### src/design/paic_pkg.sv
// package for the panel analog input conditioner
// register indexes, field widths, route codes and the structs used by lanes and merge
// no dependencies
`default_nettype none

package paic_pkg;

    localparam int SAMPLE_BITS_DEF = 12;
    localparam int OFFSET_BITS     = 12;
    localparam int INVERT_BITS     = 7;
    localparam int AXIS_BITS       = 6;
    localparam int LEVEL_BITS      = 10;
    localparam int CFG_INDEX_BITS  = 3;
    localparam int CFG_DATA_BITS   = 12;
    localparam int NUM_JOY         = 3;
    localparam int NUM_AUX         = 4;

    localparam logic [CFG_INDEX_BITS-1:0] CFG_OFFSET_CH0 = 3'd0;
    localparam logic [CFG_INDEX_BITS-1:0] CFG_OFFSET_CH1 = 3'd1;
    localparam logic [CFG_INDEX_BITS-1:0] CFG_OFFSET_CH2 = 3'd2;
    localparam logic [CFG_INDEX_BITS-1:0] CFG_INVERT     = 3'd3;
    localparam logic [CFG_INDEX_BITS-1:0] CFG_AXIS_MAP   = 3'd4;

    localparam logic [AXIS_BITS-1:0] AXIS_MAP_RESET = 6'd36;

    localparam logic [1:0] AXIS_CH0     = 2'd0;
    localparam logic [1:0] AXIS_CH1     = 2'd1;
    localparam logic [1:0] AXIS_CH2     = 2'd2;
    localparam logic [1:0] AXIS_CH2_ALT = 2'd3;

    // invert mask bit positions
    localparam int INV_FEED  = 3;
    localparam int INV_SPEED = 4;
    localparam int INV_MIST  = 5;
    localparam int INV_SPIT  = 6;

    // slots of the pass-through samples
    localparam int AUX_FEED  = 0;
    localparam int AUX_SPEED = 1;
    localparam int AUX_MIST  = 2;
    localparam int AUX_SPIT  = 3;

    typedef struct packed {
        logic signed [OFFSET_BITS-1:0] offset;
        logic                          invert;
    } paic_lane_cfg_t;

    typedef struct packed {
        logic [INVERT_BITS-1:0] invert;
        logic [AXIS_BITS-1:0]   axis_map;
    } paic_route_t;

endpackage

`default_nettype wire

### src/design/paic_lane.sv
// one joystick lane: centre offset, half stretch through a pipelined divider, inversion
// depends on paic_pkg
`default_nettype none

module paic_lane #(
    parameter int SAMPLE_BITS = paic_pkg::SAMPLE_BITS_DEF
) (
    input  logic                        clk,
    input  logic [SAMPLE_BITS-1:0]      raw,
    input  paic_pkg::paic_lane_cfg_t    cfg,
    output logic [SAMPLE_BITS-1:0]      value
);

    localparam int N     = SAMPLE_BITS;
    localparam int NW    = 2 * N - 1;
    localparam int MW    = N + 2;
    localparam int CW    = ((N > paic_pkg::OFFSET_BITS) ? N : paic_pkg::OFFSET_BITS) + 2;
    localparam int HALF  = (2 ** (N - 1)) - 1;
    localparam int LIMIT = HALF - 1;

    localparam logic signed [CW-1:0] LIM_POS = CW'(LIMIT);
    localparam logic signed [CW-1:0] LIM_NEG = CW'(-LIMIT);
    localparam logic signed [MW-1:0] HALF_S  = MW'(HALF);
    localparam logic signed [MW-1:0] HALF1_S = MW'(HALF + 1);
    localparam logic [N-1:0]         HALF_U  = N'(HALF);

    logic signed [CW-1:0] off_ext;
    logic signed [CW-1:0] off_cl;
    logic signed [MW-1:0] off_c;
    logic signed [MW-1:0] m_s;
    logic signed [MW-1:0] m_hi;
    logic signed [MW-1:0] dh_s;
    logic signed [MW-1:0] dl_s;
    logic                 hi_d;
    logic [NW-1:0]        num_d;
    logic [N-1:0]         div_d;

    logic [N-1:0] rem_reg [0:N];
    logic [N-1:0] rem_next [0:N];
    logic [N-1:0] low_reg [0:N];
    logic [N-1:0] low_next [0:N];
    logic [N-1:0] quo_reg [0:N];
    logic [N-1:0] quo_next [0:N];
    logic [N-1:0] div_reg [0:N];
    logic [N-1:0] div_next [0:N];
    logic         hi_reg [0:N];
    logic         hi_next [0:N];

    logic [N-1:0] fin;
    logic [N-1:0] value_reg;
    logic [N-1:0] value_next;

    // operand prep
    always_comb
    begin
        off_ext = {{(CW - paic_pkg::OFFSET_BITS){cfg.offset[paic_pkg::OFFSET_BITS-1]}},
                   cfg.offset};
        if (off_ext > LIM_POS)
        begin
            off_cl = LIM_POS;
        end
        else if (off_ext < LIM_NEG)
        begin
            off_cl = LIM_NEG;
        end
        else
        begin
            off_cl = off_ext;
        end
        off_c = off_cl[MW-1:0];
        m_s   = $signed({2'b00, raw}) + off_c;
        hi_d  = m_s > HALF_S;
        m_hi  = m_s - HALF_S;
        dh_s  = HALF1_S + off_c;
        dl_s  = HALF_S - off_c;
        if (hi_d)
        begin
            num_d = {m_hi[N-1:0], {(N-1){1'b0}}};
            div_d = dh_s[N-1:0];
        end
        else
        begin
            num_d = {raw, {(N-1){1'b0}}} - NW'(raw);
            div_d = dl_s[N-1:0];
        end
    end

    assign rem_next[0] = {1'b0, num_d[NW-1:N]};
    assign low_next[0] = num_d[N-1:0];
    assign quo_next[0] = '0;
    assign div_next[0] = div_d;
    assign hi_next[0]  = hi_d;

    // one quotient bit per stage
    for (genvar k = 0; k < N; k++)
    begin : g_step
        logic [N:0] trial;
        logic [N:0] diff;
        logic       take;

        assign trial = {rem_reg[k], low_reg[k][N-1]};
        assign diff  = trial - {1'b0, div_reg[k]};
        assign take  = trial >= {1'b0, div_reg[k]};

        assign rem_next[k+1] = take ? diff[N-1:0] : trial[N-1:0];
        assign low_next[k+1] = {low_reg[k][N-2:0], 1'b0};
        assign quo_next[k+1] = {quo_reg[k][N-2:0], take};
        assign div_next[k+1] = div_reg[k];
        assign hi_next[k+1]  = hi_reg[k];
    end

    always_ff @(posedge clk)
    begin
        for (int k = 0; k <= N; k++)
        begin
            rem_reg[k] <= rem_next[k];
            low_reg[k] <= low_next[k];
            quo_reg[k] <= quo_next[k];
            div_reg[k] <= div_next[k];
            hi_reg[k]  <= hi_next[k];
        end
    end

    assign fin        = quo_reg[N] + (hi_reg[N] ? HALF_U : '0);
    assign value_next = cfg.invert ? ~fin : fin;

    always_ff @(posedge clk)
    begin
        value_reg <= value_next;
    end

    assign value = value_reg;

endmodule

`default_nettype wire

### src/design/paic_merge.sv
// merge stage: axis routing of the lane results, 10-bit scaling, pot inversion
// depends on paic_pkg
`default_nettype none

module paic_merge #(
    parameter int SAMPLE_BITS = paic_pkg::SAMPLE_BITS_DEF
) (
    input  logic                                                 clk,
    input  logic [paic_pkg::NUM_JOY-1:0][SAMPLE_BITS-1:0]        lane_val,
    input  logic [paic_pkg::NUM_AUX-1:0][SAMPLE_BITS-1:0]        aux_raw,
    input  paic_pkg::paic_route_t                                route,
    output logic [paic_pkg::LEVEL_BITS-1:0]                      stick_x,
    output logic [paic_pkg::LEVEL_BITS-1:0]                      stick_y,
    output logic [paic_pkg::LEVEL_BITS-1:0]                      stick_z,
    output logic [paic_pkg::LEVEL_BITS-1:0]                      feed_level,
    output logic [paic_pkg::LEVEL_BITS-1:0]                      speed_level,
    output logic [SAMPLE_BITS-1:0]                               mist_level,
    output logic [SAMPLE_BITS-1:0]                               spit_level
);

    localparam int N  = SAMPLE_BITS;
    localparam int LB = paic_pkg::LEVEL_BITS;
    localparam int XW = N + LB;
    localparam int SW = ((N > LB) ? N : LB) + 1;
    localparam int QW = LB + 1;
    localparam logic [N-1:0] FULL_U = '1;

    // v * 1023 / (2^N - 1) by folding the high part twice
    function automatic logic [LB-1:0] to_level(input logic [N-1:0] v);
        logic [XW-1:0]   x;
        logic [LB-1:0]   a;
        logic [N-1:0]    b;
        logic [SW-1:0]   s;
        logic [SW-N-1:0] a2;
        logic [N:0]      s2;
        logic [QW-1:0]   q;
        x  = {v, {LB{1'b0}}} - XW'(v);
        a  = x[XW-1:N];
        b  = x[N-1:0];
        s  = SW'(a) + SW'(b);
        a2 = s[SW-1:N];
        s2 = {1'b0, s[N-1:0]} + (N+1)'(a2);
        q  = QW'(a) + QW'(a2) + QW'(s2 >= {1'b0, FULL_U});
        return q[LB-1:0];
    endfunction

    logic [2:0][N-1:0] axis_val;
    logic [2:0][LB-1:0] stick_next;
    logic [2:0][LB-1:0] stick_reg;
    logic [N-1:0]  feed_v;
    logic [N-1:0]  speed_v;
    logic [LB-1:0] feed_reg;
    logic [LB-1:0] feed_next;
    logic [LB-1:0] speed_reg;
    logic [LB-1:0] speed_next;
    logic [N-1:0]  mist_reg;
    logic [N-1:0]  mist_next;
    logic [N-1:0]  spit_reg;
    logic [N-1:0]  spit_next;

    always_comb
    begin
        for (int i = 0; i < 3; i++)
        begin
            unique case (route.axis_map[2*i +: 2]) inside
                paic_pkg::AXIS_CH0:                        axis_val[i] = lane_val[0];
                paic_pkg::AXIS_CH1:                        axis_val[i] = lane_val[1];
                paic_pkg::AXIS_CH2, paic_pkg::AXIS_CH2_ALT: axis_val[i] = lane_val[2];
                default:                                   axis_val[i] = lane_val[2];
            endcase
            stick_next[i] = to_level(axis_val[i]);
        end
    end

    assign feed_v  = route.invert[paic_pkg::INV_FEED]  ? ~aux_raw[paic_pkg::AUX_FEED]
                                                       : aux_raw[paic_pkg::AUX_FEED];
    assign speed_v = route.invert[paic_pkg::INV_SPEED] ? ~aux_raw[paic_pkg::AUX_SPEED]
                                                       : aux_raw[paic_pkg::AUX_SPEED];
    assign feed_next  = to_level(feed_v);
    assign speed_next = to_level(speed_v);
    assign mist_next  = route.invert[paic_pkg::INV_MIST] ? ~aux_raw[paic_pkg::AUX_MIST]
                                                         : aux_raw[paic_pkg::AUX_MIST];
    assign spit_next  = route.invert[paic_pkg::INV_SPIT] ? ~aux_raw[paic_pkg::AUX_SPIT]
                                                         : aux_raw[paic_pkg::AUX_SPIT];

    always_ff @(posedge clk)
    begin
        stick_reg <= stick_next;
        feed_reg  <= feed_next;
        speed_reg <= speed_next;
        mist_reg  <= mist_next;
        spit_reg  <= spit_next;
    end

    assign stick_x     = stick_reg[0];
    assign stick_y     = stick_reg[1];
    assign stick_z     = stick_reg[2];
    assign feed_level  = feed_reg;
    assign speed_level = speed_reg;
    assign mist_level  = mist_reg;
    assign spit_level  = spit_reg;

endmodule

`default_nettype wire

### src/design/panel_analog_input_conditioner.sv
// top level of the panel analog input conditioner: config registers, three lanes, merge
// depends on paic_pkg, paic_lane, paic_merge
`default_nettype none

// usage
// an item is one set of seven samples, taken on a clock edge with start high and busy low.
// busy stays low: a new item may be started every cycle.
// each item gives one result on the output ports, marked by done for a single cycle.
// an item passes through the per-lane divider, one quotient bit per stage, plus one prep,
// one lane finish and one merge stage; throughput is one item per cycle.
// the receiver cannot stall, so results are never held back.
// configuration uses cfg_valid/cfg_ready (ready always high) with cfg_index and cfg_data;
// write it only while no item is in flight.
// reset clears all in-flight items and sets offsets to zero, invert mask to zero and the
// axis map to x=ch0, y=ch1, z=ch2.
module panel_analog_input_conditioner #(
    parameter int SAMPLE_BITS = paic_pkg::SAMPLE_BITS_DEF
) (
    input  logic                                  clk,
    input  logic                                  rst_n,
    input  logic                                  start,
    output logic                                  busy,
    input  logic [SAMPLE_BITS-1:0]                raw_ch0,
    input  logic [SAMPLE_BITS-1:0]                raw_ch1,
    input  logic [SAMPLE_BITS-1:0]                raw_ch2,
    input  logic [SAMPLE_BITS-1:0]                raw_feed,
    input  logic [SAMPLE_BITS-1:0]                raw_speed,
    input  logic [SAMPLE_BITS-1:0]                raw_mist,
    input  logic [SAMPLE_BITS-1:0]                raw_spit,
    output logic                                  done,
    output logic [paic_pkg::LEVEL_BITS-1:0]       stick_x,
    output logic [paic_pkg::LEVEL_BITS-1:0]       stick_y,
    output logic [paic_pkg::LEVEL_BITS-1:0]       stick_z,
    output logic [paic_pkg::LEVEL_BITS-1:0]       feed_level,
    output logic [paic_pkg::LEVEL_BITS-1:0]       speed_level,
    output logic [SAMPLE_BITS-1:0]                mist_level,
    output logic [SAMPLE_BITS-1:0]                spit_level,
    input  logic                                  cfg_valid,
    output logic                                  cfg_ready,
    input  logic [paic_pkg::CFG_INDEX_BITS-1:0]   cfg_index,
    input  logic [paic_pkg::CFG_DATA_BITS-1:0]    cfg_data
);

    localparam int N   = SAMPLE_BITS;
    localparam int LAT = N + 3;
    localparam int AD  = N + 2;
    localparam int OB  = paic_pkg::OFFSET_BITS;

    logic accept;

    logic [OB-1:0]                        offset_reg [0:2];
    logic [OB-1:0]                        offset_next [0:2];
    logic [paic_pkg::INVERT_BITS-1:0]     invert_reg;
    logic [paic_pkg::INVERT_BITS-1:0]     invert_next;
    logic [paic_pkg::AXIS_BITS-1:0]       axis_reg;
    logic [paic_pkg::AXIS_BITS-1:0]       axis_next;

    logic [LAT-1:0] vld_reg;
    logic [LAT-1:0] vld_next;

    logic [paic_pkg::NUM_AUX-1:0][N-1:0] aux_reg [0:AD-1];
    logic [paic_pkg::NUM_AUX-1:0][N-1:0] aux_in;

    logic [paic_pkg::NUM_JOY-1:0][N-1:0] raw_joy;
    logic [paic_pkg::NUM_JOY-1:0][N-1:0] lane_val;
    paic_pkg::paic_lane_cfg_t             lane_cfg [0:2];
    paic_pkg::paic_route_t                route;

    assign busy      = 1'b0;
    assign cfg_ready = 1'b1;
    assign accept    = start && !busy;

    // register writes
    always_comb
    begin
        for (int i = 0; i < 3; i++)
        begin
            offset_next[i] = offset_reg[i];
        end
        invert_next = invert_reg;
        axis_next   = axis_reg;
        if (cfg_valid && cfg_ready)
        begin
            unique case (cfg_index)
                paic_pkg::CFG_OFFSET_CH0: offset_next[0] = cfg_data[OB-1:0];
                paic_pkg::CFG_OFFSET_CH1: offset_next[1] = cfg_data[OB-1:0];
                paic_pkg::CFG_OFFSET_CH2: offset_next[2] = cfg_data[OB-1:0];
                paic_pkg::CFG_INVERT:     invert_next = cfg_data[paic_pkg::INVERT_BITS-1:0];
                paic_pkg::CFG_AXIS_MAP:   axis_next   = cfg_data[paic_pkg::AXIS_BITS-1:0];
                default:                  invert_next = invert_reg;
            endcase
        end
    end

    always_ff @(posedge clk or negedge rst_n)
    begin
        if (!rst_n)
        begin
            for (int i = 0; i < 3; i++)
            begin
                offset_reg[i] <= '0;
            end
            invert_reg <= '0;
            axis_reg   <= paic_pkg::AXIS_MAP_RESET;
        end
        else
        begin
            for (int i = 0; i < 3; i++)
            begin
                offset_reg[i] <= offset_next[i];
            end
            invert_reg <= invert_next;
            axis_reg   <= axis_next;
        end
    end

    // item valid tracking
    assign vld_next = {vld_reg[LAT-2:0], accept};

    always_ff @(posedge clk or negedge rst_n)
    begin
        if (!rst_n)
        begin
            vld_reg <= '0;
        end
        else
        begin
            vld_reg <= vld_next;
        end
    end

    assign done = vld_reg[LAT-1];

    // pass-through samples delayed to meet the lanes
    always_comb
    begin
        aux_in                      = '0;
        aux_in[paic_pkg::AUX_FEED]  = raw_feed;
        aux_in[paic_pkg::AUX_SPEED] = raw_speed;
        aux_in[paic_pkg::AUX_MIST]  = raw_mist;
        aux_in[paic_pkg::AUX_SPIT]  = raw_spit;
    end

    always_ff @(posedge clk)
    begin
        aux_reg[0] <= aux_in;
        for (int k = 1; k < AD; k++)
        begin
            aux_reg[k] <= aux_reg[k-1];
        end
    end

    assign raw_joy[0] = raw_ch0;
    assign raw_joy[1] = raw_ch1;
    assign raw_joy[2] = raw_ch2;

    for (genvar i = 0; i < paic_pkg::NUM_JOY; i++)
    begin : g_lane
        assign lane_cfg[i].offset = offset_reg[i];
        assign lane_cfg[i].invert = invert_reg[i];

        paic_lane #(
            .SAMPLE_BITS (SAMPLE_BITS)
        ) u_lane (
            .clk   (clk),
            .raw   (raw_joy[i]),
            .cfg   (lane_cfg[i]),
            .value (lane_val[i])
        );
    end

    assign route.invert   = invert_reg;
    assign route.axis_map = axis_reg;

    paic_merge #(
        .SAMPLE_BITS (SAMPLE_BITS)
    ) u_merge (
        .clk         (clk),
        .lane_val    (lane_val),
        .aux_raw     (aux_reg[AD-1]),
        .route       (route),
        .stick_x     (stick_x),
        .stick_y     (stick_y),
        .stick_z     (stick_z),
        .feed_level  (feed_level),
        .speed_level (speed_level),
        .mist_level  (mist_level),
        .spit_level  (spit_level)
    );

`ifndef SYNTHESIS
    a_done_follows_accept: assert property (@(posedge clk) disable iff (!rst_n)
        done |-> $past(accept, LAT))
    else $error("result strobe without a matching item");

    a_same_axis_same_value: assert property (@(posedge clk) disable iff (!rst_n)
        (done && (axis_reg[1:0] == axis_reg[3:2])) |-> (stick_x == stick_y))
    else $error("x and y routed from one channel but differ");

    a_mist_passthrough: assert property (@(posedge clk) disable iff (!rst_n)
        (done && !invert_reg[paic_pkg::INV_MIST]) |-> (mist_level == $past(raw_mist, LAT)))
    else $error("mist level does not match its sample");
`endif

endmodule

`default_nettype wire
### config.mk
export PLATFORM = sky130hd
export DESIGN_NAME = panel_analog_input_conditioner
export DESIGN_NICKNAME = d
export VERILOG_FILES = /design/src/design/paic_pkg.sv /design/src/design/paic_lane.sv /design/src/design/paic_merge.sv /design/src/design/panel_analog_input_conditioner.sv
export SDC_FILE = /design/constraint.sdc
export NUM_CORES = 2
export LEC_CHECK = 0
export ABC_AREA = 1
export BUFFER_PORTS_ARGS = -buffer_cell sky130_fd_sc_hd__buf_2
export CELL_PAD_IN_SITES_DETAIL_PLACEMENT = 0
export CELL_PAD_IN_SITES_GLOBAL_PLACEMENT = 1
export CORE_MARGIN = 10
export CORE_UTILIZATION = 49
export CTS_CLUSTER_SIZE = 28
export DETAILED_ROUTE_END_ITERATION = 12
export GPL_TIMING_DRIVEN = 0
export PLACE_DENSITY_LB_ADDON = 0.1
export SLEW_MARGIN = 20
export SYNTH_ARGS = -nofsm -noshare
export SYNTH_HDL_FRONTEND = slang
export SYNTH_SLANG_ARGS = --single-unit
### constraint.sdc
create_clock -name clk -period 8.6 [get_ports clk]
set_clock_uncertainty 0.1 [all_clocks]
set_input_delay 0.86 -clock clk [delete_from_list [all_inputs] [get_ports clk]]
set_output_delay 0.86 -clock clk [all_outputs]
set_load 0.02 [all_outputs]
======== After elaboration in Yosys (flattened, before gate mapping) ========
Memories as Yosys holds them, arrays and structs flattened.
Cells that the tools add are included.
cells by class
  bitwise gates (word level) .............. 7
  reduce and logical (&&, ||, !) cells .... 9
  eq/ne operators ......................... 7
  muxes and demuxes ....................... 61
  magnitude comparators ................... 50
  $add $sub $neg .......................... 79
operators by type and width
  operator                  count
  $mux W12                  46
  $ge A13 B12 Y1            36
  $sub A12 B12 Y12          36
  $sub A22 B12 Y22          5
  $add A10 B1 Y10           10
  $mux W14                  6
  $not A12 Y12              7
  $pmux W12 S2              3
  $mux W23                  3
  $sub A23 B12 Y23          3
  $add A10 B12 Y13          5
  $add A12 B1 Y13           5
  $ge A13 B12 Y1 const B    5
  $add A13 B14 Y14          3
  $gt A14 B12 Y1 const B    3
  $add A12 B11 Y12          3
  $add A12 B12 Y12 const A  3
  $gt A12 B12 Y1 const B    3
  $lt A12 B12 Y1 const B    3
  $sub A12 B12 Y12 const A  3
  $sub A12 B12 Y12 const B  3
  $mux W11                  3
  $reduce_and A2 Y1         5
  $eq A2 B1 Y1 const B      3
  other kinds (5)           8
storage, ports and cells
  bits in registers ....................... 174
  output and inout bits ................... 77
  input bits .............................. 103
  memories ................................ 16
  bits in writable memories ............... 2583
memories
  name                      words  width  rd ports  clocked after memory_dff  write ports  RTL line                              RTL
  aux_reg                   14     48     14        0                         14           panel_analog_input_conditioner.sv:61  logic [paic_pkg::NUM_AUX-1:0][N-1:0] aux_reg [0:AD-1];
  g_lane[0].u_lane.div_reg  13     12     12        0                         13           paic_lane.sv:44                       logic [N-1:0] div_reg [0:N];
  g_lane[0].u_lane.low_reg  13     12     12        0                         13           paic_lane.sv:40                       logic [N-1:0] low_reg [0:N];
  g_lane[0].u_lane.quo_reg  13     12     13        0                         13           paic_lane.sv:42                       logic [N-1:0] quo_reg [0:N];
  g_lane[0].u_lane.rem_reg  13     12     12        0                         13           paic_lane.sv:38                       logic [N-1:0] rem_reg [0:N];
  g_lane[1].u_lane.div_reg  13     12     12        0                         13           paic_lane.sv:44
  +10 memories              -      -      -         -                         -            -

======== Logic depth before layout (Yosys ltp) ========
An unclocked memory read counts as a cell.
  depth after elaboration ................. 8
  depth in mapped cells ................... 52
  mapped depth without buffers ............ 51

======== By module ========
A second synthesis with hierarchy kept.
second synthesis, totals
  cell total of the unflattened synthesis .. 9819
  area, all modules ....................... 87159.8 um^2
by module, submodules not included
  module                          cells an instance  area each (um^2)  times used  sequential area each (um^2)
  paic_lane (g_lane[1].u_lane)    2496               20712.4           1           9369.0
  paic_lane (g_lane[0].u_lane)    2474               20541.0           1           9369.0
  paic_lane (g_lane[2].u_lane)    2489               20508.4           1           9369.0
  panel_analog_input_conditioner  917                15861.5           1           15056.9
  paic_merge                      1443               9536.6            1           1481.4

======== Worst setup path after synthesis ========
No wires, ideal clock.
  kind .................................... register to register
  start point ............................. register invert_reg[4] in the netlist's numbering
  end point ............................... register u_merge.speed_reg[8] (netlist: u_merge.speed_level[8])
  stages on the path, launching flop included .. 42
  arrival time ............................ 5.985 ns
  period minus slack after synthesis ...... 6.156 ns
  setup slack ............................. 2.444 ns
  cells stage by stage .................... dfrtp_1 -> buf_6 -> buf_12 -> xnor2_1 -> ha_1 -> inv_1 -> or2_2 -> o21ai_4 -> nor2_4 -> inv_4 -> nor2_4 -> inv_2 -> nand2_2 -> ha_1 -> inv_1 -> o21bai_1 -> a21oi_1 -> o21ai_0 -> (+6 left out) -> ha_1 -> inv_1 -> nor2_1 -> nand3_1 -> nor3_1 -> nand2_1 -> nor3b_1 -> o22ai_1 -> a21oi_1 -> nand4_1 -> fa_1 -> inv_1 -> ha_1 -> nand2_1 -> nor2_2 -> nand3_2 -> nor3b_2 -> xor2_1
between the ends
  cells in the longest elaborated chain, start to end .. 6
RTL lines
  what                       RTL line                               RTL
  start, declared            panel_analog_input_conditioner.sv:53   logic [paic_pkg::INVERT_BITS-1:0] invert_reg;
  start signal, assigned     panel_analog_input_conditioner.sv:112  invert_reg <= invert_next;
  $mux W12 *                 paic_merge.sv:77                       assign speed_v = route.invert[paic_pkg::INV_SPEED] ? ~aux_raw[paic_pkg::AUX_SPEED]
  $sub A22 B12 Y22 *         paic_merge.sv:37                       x = {v, {LB{1'b0}}} - XW'(v);
  $add A10 B12 Y13           paic_merge.sv:40                       s = SW'(a) + SW'(b);
  $add A12 B1 Y13            paic_merge.sv:42                       s2 = {1'b0, s[N-1:0]} + (N+1)'(a2);
  $ge A13 B12 Y1             paic_merge.sv:43                       q = QW'(a) + QW'(a2) + QW'(s2 >= {1'b0, FULL_U});
  $add A10 B1 Y10 *          paic_merge.sv:43
  net u_merge.speed_next[8]  paic_merge.sv:55                       logic [LB-1:0] speed_next;
  end signal, assigned       paic_merge.sv:90                       speed_reg <= speed_next;
  end, declared              paic_merge.sv:54                       logic [LB-1:0] speed_reg;
Mark *: on every way through the listed nets, which the timed path passes. The rest lies on a longest branch.
A chain may end at the register's enable or synchronous reset.

==> run_results.csv <==
group,metric,value,unit
synthesis,yosys-top-cells-area,"dfxtp_1, ha_1, a21oi_1",
critical_path,max_stage_delay,0.57,ns
timing,max_slew.worst_pin.slew,1.120,ns
critical_path,crit_required,9.18,ns
synthesis,synth_cell_types,74,
critical_path,cp_top_family,"simple AND/OR/NAND/NOR gates",
finish,layout-drive-gt1-share,9.363,%
run,maxCapViolations,0,
synthesis,syn_inst,8194,
detailed_routing,vias,51610,
synthesis,ys.flop_type,"dfxtp_1",
clock_network,cts_buffer_depth,3,
critical_path,r2r-end,"u_merge.stick_y[9]",
critical_path,cp_slowest_cell,"dfstp_2",
synthesis,seq_area_frac_synth,55.44,%
synthesis,syn-cell-area,0.08053,mm2
timing,min_period_over_period,85.89,%
worst_hold_path,hold-path-endpoint,"g_lane[2].u_lane.quo_reg[1][2]",
timing,finalSetupViolCount,0,
timing,relSlewSlack,24.13,%
synthesis,ys_ff_latch,2214,
critical_path,cpMostUsedCell,"nand2_1",
grt,grt_use_met1,20.11,%
synthesis,yosys.area.top_type,"dfxtp_1",
grt,grt_use_met3,3.406,%
die,die-width,425.4,um
clock_network,cts-root-buf,"clkbuf_16",
synthesis,netlist.area_leader.share,53.45,%
timing,finalWorstSetupSlack,1.214,ns
synthesis,synthTopCellsByCount,"dfxtp_1, inv_1, nand2_1",
grt,track_usage,16.88,%
worst_hold_path,hold_depth,0,
synthesis,syn_area_per_cell,9.828,um2
critical_path,start_kind,"flop",
finish,design_area,0.09239,mm2
finish,nets,9378,
finish,fillers,14260,
clock_network,cts_tree,"done",
synthesis,synth_edf_count,0,
detailed_routing,drc,0,
clock_network,htreeDepth,4,
detailed_routing,drtIter0Drc,2051,
die,io-pin-count,180,
critical_path,critPathCaptureType,"flop",
detailed_routing,final_antenna_net_count,0,
timing,final_hold_viol_count,0,
clock_network,cts_sinks,2214,
die,dieArea,0.1810,mm2
place,gp_congestion,0.8647,
critical_path,crit_buf_inv,3,
detailed_routing,dr.pass1.iters,7,
outcome,outcome,"finished clean",
critical_path,crit_fanout,5,
place,port_buffers,177,
critical_path,r2r-start,"axis_reg[2]",
detailed_routing,routed_wl,154600,um
critical_path,ff2ff_setup_slack,1.21,ns
place,dp_slack,1.138,ns
synthesis,synth_most_common_cell,"dfxtp_1",
timing,drv_slew,0,
timing,final.setup.tns,0,ns
critical_path,reg2regPathDepth,46,
synthesis,synth_fp_nets,8935,
place,place_area,0.08417,mm2
die,die_y,425.4,um
detailed_routing,wl_per_cell,14.05,um
grt,first_global_vias,51360,
synthesis,ys_warn_count,0,
die,fp.coreArea,0.1631,mm2
finish,largest_reg_flops,672,
clock_network,post_cts_resized,0,
grt,top_usage_layer,"met2",
detailed_routing,routed_via_density,4.691,
timing,min_period,7.386,ns
place,dp_hpwl,119400,um
finish,final_util,56.63,%
synthesis,synthArstFlopShare,2.891,%
grt,grt_max_degree,40,
finish,area_growth,14.73,%
timing,timing.fmax,135.4,MHz
worst_hold_path,worstHoldPathType,"reg -> reg",
clock_network,insertion_delay,0.85,ns
grt,antenna_found_initial,33,
grt,grt_util_met2,30.10,%
timing,grt_setup_unrepaired,"no",
clock_network,clk_transition_reported_paths,0.06,ns
critical_path,arrival,7.96,ns
clock_network,numCtsBuffers,213,
die,num_rows,148,
grt,grt_pass1_wl,253100,um
critical_path,crit_type,"reg -> reg",
worst_hold_path,hold_start,"g_lane[2].u_lane.quo_reg[0][85]",
grt,overflow,0,
die,start_util,49.36,%
==> area by class of cell <==
class                      instances  area (um2)  area share (%)
antenna                            5       12.51         0.01354
buffer                           113       625.6          0.6771
clock buffer                     289        6027           6.523
clock inverter                   111        1675           1.813
inverter                        1046        3929           4.252
multi-input combinational       4821       31340           33.92
sequential                      2214       44650           48.32
tap                             2175        2721           2.946
timing repair buffer             228        1416           1.533
==> kinds of logic after synthesis <==
group,share of synthesized area [%]
and+or+nand+nor,11.72
other,0.009326
xor gates and xnor gates,7.885
buffers and inverters,5.656
DFF,55.44
AOI/OAI and AO/OA,8.925
adders and majority gates,10.37
==> layer usage <==
layer	vias to the layer above	routed length [um]
li1	27340	-
met1	23240	68270
met2	683	75500
met3	325	6113
met4	26	4544
met5	-	177
==> through the flow <==
stage / hold slack (ns) / instances
2_1_floorplan: 0.2096 / 8194
3_3_place_gp: 0.2095 / 10550
3_5_place_dp: 0.2121 / 10550
4_1_cts: 0.1351 / 11000
5_1_grt: 0.1592 / 11000
6_report: 0.1999 / 11000
==> timing repair <==
item                      in CTS  in global routing
hold endpoints to repair      74                  0
setup buffers                  0                  0
hold buffers                  50                  0
==> cell usage in the layout, fill, tap and decap left out, types with 30 or more instances in the layout <==
master / n
nor3_1: 43
clkinv_2: 47
inv_1: 1018
o21bai_1: 64
bufinv_16: 30
dfxtp_1: 2150
dlygate4sd3_1: 50
nor2_1: 713
nand4_1: 79
nand2_2: 31
xnor2_1: 271
fa_1: 49
clkbuf_16: 214
ha_1: 589
nand3_1: 231
buf_2: 246
dfrtp_1: 62
clkbuf_1: 55
a21oi_1: 829
o21ai_0: 270
xor2_1: 413
nand2_1: 911
clkbuf_8: 39
==> worst max path at each step <==
stage	depth (start not counted)	to	startpoint	slack (ns)
floorplan	41	u_merge.speed_level[8]	invert_reg[4]	2.44
global placement	46	u_merge.stick_y[9]	axis_reg[2]	1.17
detailed placement	48	u_merge.stick_y[8]	axis_reg[2]	1.14
CTS	46	u_merge.stick_y[9]	axis_reg[2]	1.08
global route	49	u_merge.stick_y[8]	axis_reg[2]	0.53
finish	46	u_merge.stick_y[9]	axis_reg[2]	1.21
==> worst reg2reg max path: cells and delay by family, from the launching register on <==
family | cells | cell delay [ns]
adder cells (fa/ha/maj) | 5 | 1.48
buffers and inverters | 3 | 0.22
flip-flops | 1 | 0.57
AND/OR/NAND/NOR | 33 | 4.13
XOR/XNOR | 1 | 0.15
AO/OA/AOI/OAI | 4 | 0.58
Power is not shown: default switching activity piles up to over one toggle a cycle in this logic, so the estimate is an artifact.
